===== config.mk =====
export PLATFORM = sky130hd
export DESIGN_NAME = rle_run_literal_decoder
export DESIGN_NICKNAME = d
export VERILOG_FILES = /design/src/sv/rld_pkg.sv /design/src/sv/rld_step.sv /design/src/sv/rld_skid.sv /design/src/sv/rle_run_literal_decoder.sv
export VERILOG_INCLUDE_DIRS = /design/src /design/src/sv
export SDC_FILE = /design/constraint.sdc
export NUM_CORES = 1
export LEC_CHECK = 0
export ABC_AREA = 1
export BUFFER_PORTS_ARGS = -buffer_cell sky130_fd_sc_hd__buf_2
export CORE_UTILIZATION = 45
export DETAILED_ROUTE_END_ITERATION = 12
export SLEW_MARGIN = 0
export SYNTH_ARGS = -nofsm -noshare
export SYNTH_HDL_FRONTEND = slang
export SYNTH_SLANG_ARGS = --single-unit

===== constraint.sdc =====
create_clock -name clk -period 6.4 [get_ports clk]
set_input_delay 1.6 -clock clk [delete_from_list [all_inputs] [get_ports clk]]
set_output_delay 1.6 -clock clk [all_outputs]
set_load 0.01 [all_outputs]

===== src/sv/rle_run_literal_decoder_assert.svh =====
`ifndef RLE_RUN_LITERAL_DECODER_ASSERT_SVH
`define RLE_RUN_LITERAL_DECODER_ASSERT_SVH

// same-cycle implication, checked outside reset
`define RLD_ASSERT_NOW(name, ante, cons) \
  name: assert property (@(posedge clk) disable iff (rst) (ante) |-> (cons)) \
    else $error("rld check failed");

// next-cycle implication, checked outside reset
`define RLD_ASSERT_NEXT(name, ante, cons) \
  name: assert property (@(posedge clk) disable iff (rst) (ante) |=> (cons)) \
    else $error("rld check failed");

`endif


===== src/sv/rld_pkg.sv =====
package rld_pkg;

  localparam int ByteW  = 8;
  localparam int CountW = 14;
  localparam int LitW   = 7;
  localparam int RunLoW = 6;
  localparam int PhaseW = 2;
  localparam int DataW  = 24;
  localparam int UserW  = 2;

  localparam logic [PhaseW-1:0] PH_HEADER    = 2'd0;
  localparam logic [PhaseW-1:0] PH_LITERAL   = 2'd1;
  localparam logic [PhaseW-1:0] PH_RUN_EXT   = 2'd2;
  localparam logic [PhaseW-1:0] PH_RUN_VALUE = 2'd3;

  typedef struct packed {
    logic [PhaseW-1:0] phase;
    logic [LitW-1:0]   literal_left;
    logic [CountW-1:0] run_length;
  } dec_state_t;

  localparam dec_state_t STATE_RESET = '{phase: PH_HEADER, literal_left: '0, run_length: '0};

  typedef struct packed {
    logic [ByteW-1:0]  byte_value;
    logic [CountW-1:0] repeat_count;
    logic              is_run;
    logic              truncated;
  } result_t;

  typedef struct packed {
    logic main_valid;
    logic skid_valid;
  } buf_status_t;

endpackage


===== src/sv/rld_step.sv =====
module rld_step (
  input  rld_pkg::dec_state_t            state,
  input  logic [rld_pkg::ByteW-1:0]      code_byte,
  input  logic                           block_end,
  output rld_pkg::dec_state_t            state_next,
  output logic                           result_valid,
  output rld_pkg::result_t               result
);
  import rld_pkg::*;

  dec_state_t      nxt;
  logic            have;
  logic [LitW-1:0] lit_dec;
  logic            open_token;

  assign lit_dec = state.literal_left - LitW'(1);

  always_comb begin
    nxt  = state;
    have = 1'b0;
    result = '0;
    unique case (state.phase)
      PH_HEADER: begin
        if (code_byte[7]) begin
          nxt.literal_left = code_byte[LitW-1:0];
          nxt.phase = (code_byte[LitW-1:0] != '0) ? PH_LITERAL : PH_HEADER;
        end else begin
          nxt.run_length = CountW'(code_byte[RunLoW-1:0]);
          nxt.phase = code_byte[6] ? PH_RUN_EXT : PH_RUN_VALUE;
        end
      end
      PH_LITERAL: begin
        have = 1'b1;
        result.byte_value = code_byte;
        result.repeat_count = CountW'(1);
        nxt.literal_left = lit_dec;
        if (lit_dec == '0) begin
          nxt.phase = PH_HEADER;
        end
      end
      PH_RUN_EXT: begin
        nxt.run_length = {code_byte, state.run_length[RunLoW-1:0]};
        nxt.phase = PH_RUN_VALUE;
      end
      PH_RUN_VALUE: begin
        if (state.run_length != '0) begin
          have = 1'b1;
          result.byte_value = code_byte;
          result.repeat_count = state.run_length;
          result.is_run = 1'b1;
        end
        nxt.run_length = '0;
        nxt.phase = PH_HEADER;
      end
      default: begin
        nxt = STATE_RESET;
      end
    endcase

    open_token = (nxt.phase != PH_HEADER);
    result_valid = have;
    if (block_end) begin
      nxt = STATE_RESET;
      if (open_token) begin
        result_valid = 1'b1;
        result.truncated = 1'b1;
      end
    end
    state_next = nxt;
  end

endmodule


===== src/sv/rld_skid.sv =====
module rld_skid (
  input  logic                  clk,
  input  logic                  rst,
  input  logic                  push,
  input  rld_pkg::result_t      push_data,
  output logic                  can_push,
  output logic                  out_valid,
  input  logic                  out_ready,
  output rld_pkg::result_t      out_data,
  output rld_pkg::buf_status_t  status
);
  import rld_pkg::*;

  logic    main_valid;
  logic    skid_valid;
  result_t main_data;
  result_t skid_data;

  always_ff @(posedge clk) begin
    if (rst) begin
      main_valid <= 1'b0;
      skid_valid <= 1'b0;
    end else if (!main_valid || out_ready) begin
      main_valid <= skid_valid || push;
      skid_valid <= 1'b0;
    end else if (push) begin
      skid_valid <= 1'b1;
    end
  end

  always_ff @(posedge clk) begin
    if (!main_valid || out_ready) begin
      main_data <= skid_valid ? skid_data : push_data;
    end else if (push) begin
      skid_data <= push_data;
    end
  end

  assign can_push  = !skid_valid;
  assign out_valid = main_valid;
  assign out_data  = main_data;
  assign status    = '{main_valid: main_valid, skid_valid: skid_valid};

endmodule


===== src/sv/rle_run_literal_decoder.sv =====
// run-length stream decoder, one code byte per beat
// input: s_axis stream, tdata[7:0] = code_byte, tlast = block_end
//   a header with bit 7 set opens a literal group of (header & 0x7f) bytes;
//   bit 7 clear opens a run of length header[5:0], extended by a second
//   byte for bits 13:6 when bit 6 is set, followed by the run value byte
// output: m_axis stream, one beat per literal byte or per nonzero run;
//   the run comes out once with its repeat count, not expanded
//   a block ending inside a token gives a beat with truncated set
// a result beat is registered in the output buffer before it reaches m_axis
// throughput: one input beat per cycle while s_axis_tready is high
// stall: a two-entry output buffer holds results; s_axis_tready drops only
//   when both entries are full, so after m_axis stalls input keeps flowing
//   until one more result beat has been taken into the second entry
// reset: rst (sync, active high) returns the decoder to expecting a header
//   and empties the output buffer
module rle_run_literal_decoder (
  input  logic                        clk,
  input  logic                        rst,
  input  logic                        s_axis_tvalid,
  output logic                        s_axis_tready,
  input  logic [rld_pkg::ByteW-1:0]   s_axis_tdata,  // [7:0] code_byte
  input  logic                        s_axis_tlast,
  output logic                        m_axis_tvalid,
  input  logic                        m_axis_tready,
  output logic [rld_pkg::DataW-1:0]   m_axis_tdata,  // [7:0] byte_value, [21:8] repeat_count
  output logic [rld_pkg::UserW-1:0]   m_axis_tuser   // [0] is_run, [1] truncated
);
  import rld_pkg::*;

`include "rle_run_literal_decoder_assert.svh"

  dec_state_t  state;
  dec_state_t  state_next;
  logic        result_valid;
  result_t     result;
  result_t     out_data;
  logic        can_push;
  logic        in_beat;
  buf_status_t buf_status;

  assign s_axis_tready = can_push;
  assign in_beat = s_axis_tvalid && can_push;

  rld_step u_step (
    .state        (state),
    .code_byte    (s_axis_tdata),
    .block_end    (s_axis_tlast),
    .state_next   (state_next),
    .result_valid (result_valid),
    .result       (result)
  );

  always_ff @(posedge clk) begin
    if (rst) begin
      state <= STATE_RESET;
    end else if (in_beat) begin
      state <= state_next;
    end
  end

  rld_skid u_skid (
    .clk       (clk),
    .rst       (rst),
    .push      (in_beat && result_valid),
    .push_data (result),
    .can_push  (can_push),
    .out_valid (m_axis_tvalid),
    .out_ready (m_axis_tready),
    .out_data  (out_data),
    .status    (buf_status)
  );

  assign m_axis_tdata = {2'b00, out_data.repeat_count, out_data.byte_value};
  assign m_axis_tuser = {out_data.truncated, out_data.is_run};

  `RLD_ASSERT_NOW(a_skid_behind_main, buf_status.skid_valid, buf_status.main_valid)
  `RLD_ASSERT_NOW(a_literal_nonzero, state.phase == PH_LITERAL, state.literal_left != '0)
  `RLD_ASSERT_NOW(a_header_no_run, state.phase == PH_HEADER, state.run_length == '0)
  `RLD_ASSERT_NEXT(a_block_end_clears, in_beat && s_axis_tlast, state == STATE_RESET)

endmodule


* After elaboration in Yosys (flattened, before gate mapping)
Index checks and enable logic that the tools add are counted.
** Word-level totals
- Flip-flop bits (word level) :: 73
- Bits of input ports :: 13
- Output and inout bits :: 28
- Logic and storage cells :: 61
** Cells by class
- Add/subtract/negate cells :: 1
- Equality and inequality tests :: 6
- Mux-type cells :: 20
- Bitwise gates (word level) :: 1
- Reduce and logical (&&, ||, !) cells :: 19
** Operators with widths (number)
- 2-to-1 mux 23 bit :: 2
- case mux 22 bit (2 select lines) :: 1
- case mux 14 bit (3 select lines) :: 1
- 2-to-1 mux 24 bit :: 1
- 2-to-1 mux 14 bit :: 1
- case mux 7 bit (2 select lines) :: 1
- nonzero test 14 bit :: 1
- 2-to-1 mux 1 bit :: 8
- case mux 2 bit (4 select lines) :: 1
- logical NOT 7 bit :: 1
- 2-to-1 mux 7 bit :: 1
- nonzero test 7 bit :: 1
- subtractor 7 x 1 -> 7 bit (second input constant) :: 1
- != test 3 bit (second input constant) :: 2
- AND reduction 3 bit :: 2
- nonzero test 3 bit :: 2
- equality test 2 bit (second input constant) :: 2
- 2-to-1 mux 2 bit :: 2
- AND reduction 4 bit :: 1
- nonzero test 4 bit :: 1
- equality test 2 x 1 -> 1 bit (second input constant) :: 1
- logical AND 1 bit :: 2
- logical NOT 1 bit :: 2
- logical NOT 2 bit :: 1
- 7 further kinds :: 8

* Logic depth before layout (Yosys ltp)
- Word-level depth :: 9
- Mapped depth :: 15
- Gate-level depth less buffers :: 15

* Cells and area by module
A second synthesis with hierarchy kept.
** Second synthesis, totals
- Cell total of the unflattened synthesis :: 484
- Area, all modules :: 3866.2 um^2
** Modules (own cells, without submodules)
- rld_skid :: times used 1, cells an instance 140, area an instance 1864.3 um^2, seq. area each 1481.4 um^2
- rld_step :: times used 1, cells an instance 192, area an instance 1016.0 um^2, seq. area each 0.0 um^2
- rle_run_literal_decoder :: times used 1, cells an instance 152, area an instance 985.9 um^2, seq. area each 460.4 um^2

* Worst setup path after synthesis
Ideal clock, no wire load.
- Path type :: input-to-reg
- From :: in s_axis_tdata[6] (netlist bit)
- To :: reg u_skid.skid_data[0] (netlist bit), enable pin
- Library setup time :: 405 ps
- Arrival :: 3292 ps
- Required time :: 5995 ps
- Slack :: 2703 ps
- Stages :: 10
- Path buffers :: 0
- Cells stage by stage :: inv_1 o211ai_1 a21oi_1 nor2_1 nand2_1 nand2_1 nand2_2 nand2_2 nand2_2 nor2_1
** On the way
- Word-level cells in the longest chain between the ends :: 9
- Elaborated cells between the ends (all ways) :: 10
** Ends and longest elaborated chain
- start: declaration :: RTL line rle_run_literal_decoder.sv:21 : input logic [rld_pkg::ByteW-1:0] s_axis_tdata,
- nonzero test 7 bit :: RTL line rld_step.sv:26 : nxt.phase = (code_byte[LitW-1:0] != '0) ? PH_LITERAL : PH_HEADER;
- 2-to-1 mux 1 bit :: RTL line rld_step.sv:26
- 2-to-1 mux 2 bit * :: RTL line rld_step.sv:24 : if (code_byte[7]) begin
- case mux 2 bit (4 select lines) * :: RTL line rld_step.sv:22 : unique case (state.phase)
- nonzero test 2 bit * :: RTL line rld_step.sv:60 : open_token = (nxt.phase != PH_HEADER);
- 2-to-1 mux 1 bit * :: RTL line rld_step.sv:64 : if (open_token) begin
- 2-to-1 mux 1 bit * :: RTL line rld_step.sv:62 : if (block_end) begin
- logical AND 1 bit * :: RTL line rle_run_literal_decoder.sv:64 : .push (in_beat && result_valid),
- AND reduction 2 bit (no source line) *
- end signal: assignment :: RTL line rld_skid.sv:35 : skid_data <= push_data;
- end: declaration :: RTL line rld_skid.sv:17 : result_t skid_data;
Mark *: on every way between the ends. The rest lies on a longest branch, timed or not.
A chain may end at the register's enable or synchronous reset.

* Worst setup path in the final report
- From :: reg u_skid.skid_valid
- To :: out s_axis_tready
** On the way
- Word-level cells in the longest chain between the ends :: 1
** Ends and longest elaborated chain
- start: declaration :: RTL line rld_skid.sv:15 : logic skid_valid;
- start signal: assignment :: RTL line rld_skid.sv:22 : skid_valid <= 1'b0;
- start signal: assignment :: RTL line rld_skid.sv:25 : skid_valid <= 1'b0;
- start signal: assignment :: RTL line rld_skid.sv:27 : skid_valid <= 1'b1;
- logical NOT 1 bit :: RTL line rld_skid.sv:39 : assign can_push = !skid_valid;
- end: declaration :: RTL line rle_run_literal_decoder.sv:20 : output logic s_axis_tready,
Every way passes these cells.

==> results.yml <==
grt:
  grt_overflow: 0
  grt_pass1_wl_um: 11200
  grtUsageTotal_pct: 19.5
  grt_pass1_vias: 2279
  antenna_found_initial: 0
  grt_max_degree: 28
routing:
  wl_per_cell_um: 13.5
  ant_nets: 0
  via_per_inst: 4.95
  vias: 2438
  drc: 0
  drtIter0Drc: 130
  drt-pass1-iter-count: 4
  wirelength_um: 6670
status:
  status: "finished clean"
logic_synthesis:
  synth_top_cells_by_area: "edfxtp_1 43%, dfxtp_1 15%, nand2_1 12%"
  synth.avg_cell_area_sq_um: 9.41
  synth_edf_count: 48
  ys_seq_area_share_pct: 58.3
  async_flop_share_pct: 0
  yosysMostFrequentCell: "nand2_1"
  yosys_warnings: 0
  synth_cells: 354
  syn-cell-area_sq_mm: 0.00333
  synthFlopType: "edfxtp_1"
  synth_top_area_share_pct: 43.3
  yosysTopAreaCell: "edfxtp_1"
  yosysUniqueCellTypes: 35
  synthTopCellsByCount: "104 x nand2_1, 48 x edfxtp_1, 38 x inv_1"
  ys_seq_elements: 73
clocking:
  root_buffer: "clkbuf_8"
  path_clk_slew_ns: 0.08
  cts_hold_buf: 0
  cts_setup_buffers: 0
  h-tree-depth: 3
  cts_resized: 0
  clock_latency_ns: 0.36
  clockBufferDepth: 2
  cts_buffers: 9
  cts_tree: "built"
  cts_sinks: 73
critical_path:
  max_stage_delay_ns: 0.92
  cpLargestDelayFamily: "flip-flops"
  crit_type: "flop to output pin"
  cp_max_fo: 27
  path_cells: "inv_2, buf_2"
  startpoint: "u_skid.skid_valid"
  endpoint_kind: "output pin"
  cp-start-kind: "flop"
  crit_required_ns: 4.80
  path_buf_inv: 2
  cp_slowest_cell: "dfxtp_1"
  r2r_start: "u_skid.skid_valid"
  cp.arrival_ns: 1.98
finish:
  final_nets: 407
  area_delta_synth_final_pct: 15.0
  n_antenna_cell: 0
  drive_gt1_share_pct: 22.4
timing:
  max_slew_margin_pct: 21.1
  max_slew.worst_pin.slew_ns: 1.18
  setup_viol: 0
  fmax_mhz: 279
  hold_ws_ns: 0.478
  rsz0062_at_grt: "false"
  fin_crit_sh_pct: 55.9
  hold_viol: 0
  tns_ns: 0
  drv_slew: 0
  period_minus_slack_ns: 3.58
  finClkSkew_ns: 0.0129
floorplanning:
  die_x_um: 88.0
  io_pins: 41
  num_rows: 30
  start_util_pct: 47.7
  fp.dieH_um: 88.0
  die_area_sq_mm: 0.00775
  coreArea_sq_mm: 0.00698
run:
  cap_violations: 0
power:
  ir_worst_vdd_mv: 0.157
  total_power_mw: 1.08
  cellLeakagePower_nw: 1.68
  powerDensity_mw_per_mm2: 282
place:
  gp_congestion: 0.928
  dp_hpwl_um: 4700
  numPortBuffers: 38
min_path:
  hp-start: "state[4]"
  min_path_type: "flop to flop"
-- metal layers --
metal	global-route usage [%]	wire length, um	up-vias	part of all wire (%)
li1	-	-	1243	-
met1	28.2	3340	1120	50
met2	28.3	2910	64	44
met3	4.15	301	11	4.5
met4	8.50	115	0	1.7
met5	0	0	-	0
-- registers in the layout (all words and copies together), names as in the netlist --
name and flops:
u_skid.out_valid 1, state 23, u_skid.skid_data 24, u_skid.out_data 24, u_skid.skid_valid 1
-- placed cells by master, fill, tap and decap left out, types with 2 or more instances in the layout --
master	n
a211oi_1	12
a21oi_1	27
buf_2	38
bufinv_16	3
clkbuf_8	9
conb_1	2
dfxtp_1	25
edfxtp_1	48
ha_1	2
inv_1	38
inv_2	5
nand2_1	104
nand2_2	5
nand3_1	5
nand3b_1	2
nand4_1	5
nor2_1	27
nor2_2	13
nor2_4	2
nor4_4	2
o211ai_1	5
o21ai_0	3
-- cell type report --
cell class	instances	area [sq um]
clock buffers	9	124
inverters	45	173
multi-input cells	225	1150
clock inverters	7	126
repair buffers	38	190
flip-flops and latches	73	1940
fillers	649	3150
well taps	96	120
-- kinds of logic after synthesis --
group                    share of synthesized area [%]
flip-flops                                        58.3
buffers and inverters                             7.25
other                                            0.113
AO/OA/AOI/OAI                                     9.95
AND/OR/NAND/NOR                                   23.4
adder cells (fa/ha/maj)                          0.751
XOR/XNOR                                         0.263
-- worst paths after layout --
path / end / slack (ns) / depth (start not counted)
worst max-delay path: s_axis_tready / 2.82 / 2
worst min-delay path: state[4] / 0.48 / 2
worst max register to register: u_skid.skid_data[12] / 3.59 / 5
worst min register to register: state[4] / 0.48 / 2
-- metrics by stage --
step / std cells / instance area [sq um] / util [%] / worst slack, ns
6_report: 493 / 3830 / 54.8 / 2.82
5_1_grt: 493 / 3830 / 54.8 / 2.60
4_1_cts: 493 / 3830 / 54.8 / 2.81
3_5_place_dp: 477 / 3580 / 51.3 / 2.51
3_3_place_gp: 477 / 3580 / 51.3 / 2.63
2_1_floorplan: 355 / 3330 / - / 2.70
-- worst register-to-register path, cell delays in order, from the launching register on --
cell     delay [ns]
dfxtp_1        0.61
inv_2          0.53
nand2_2        0.20
inv_1          0.11
nand2_2        0.08
nor2_2         0.89
-- where the power goes --
group / switching, mW / internal (mW) / leakage (nW)
registers: 0.0109 / 0.519 / 0.734
logic: 0.0661 / 0.0341 / 0.828
clock network: 0.185 / 0.263 / 0.122
total: 0.262 / 0.817 / 1.68
(Power assumes the default switching activity.)
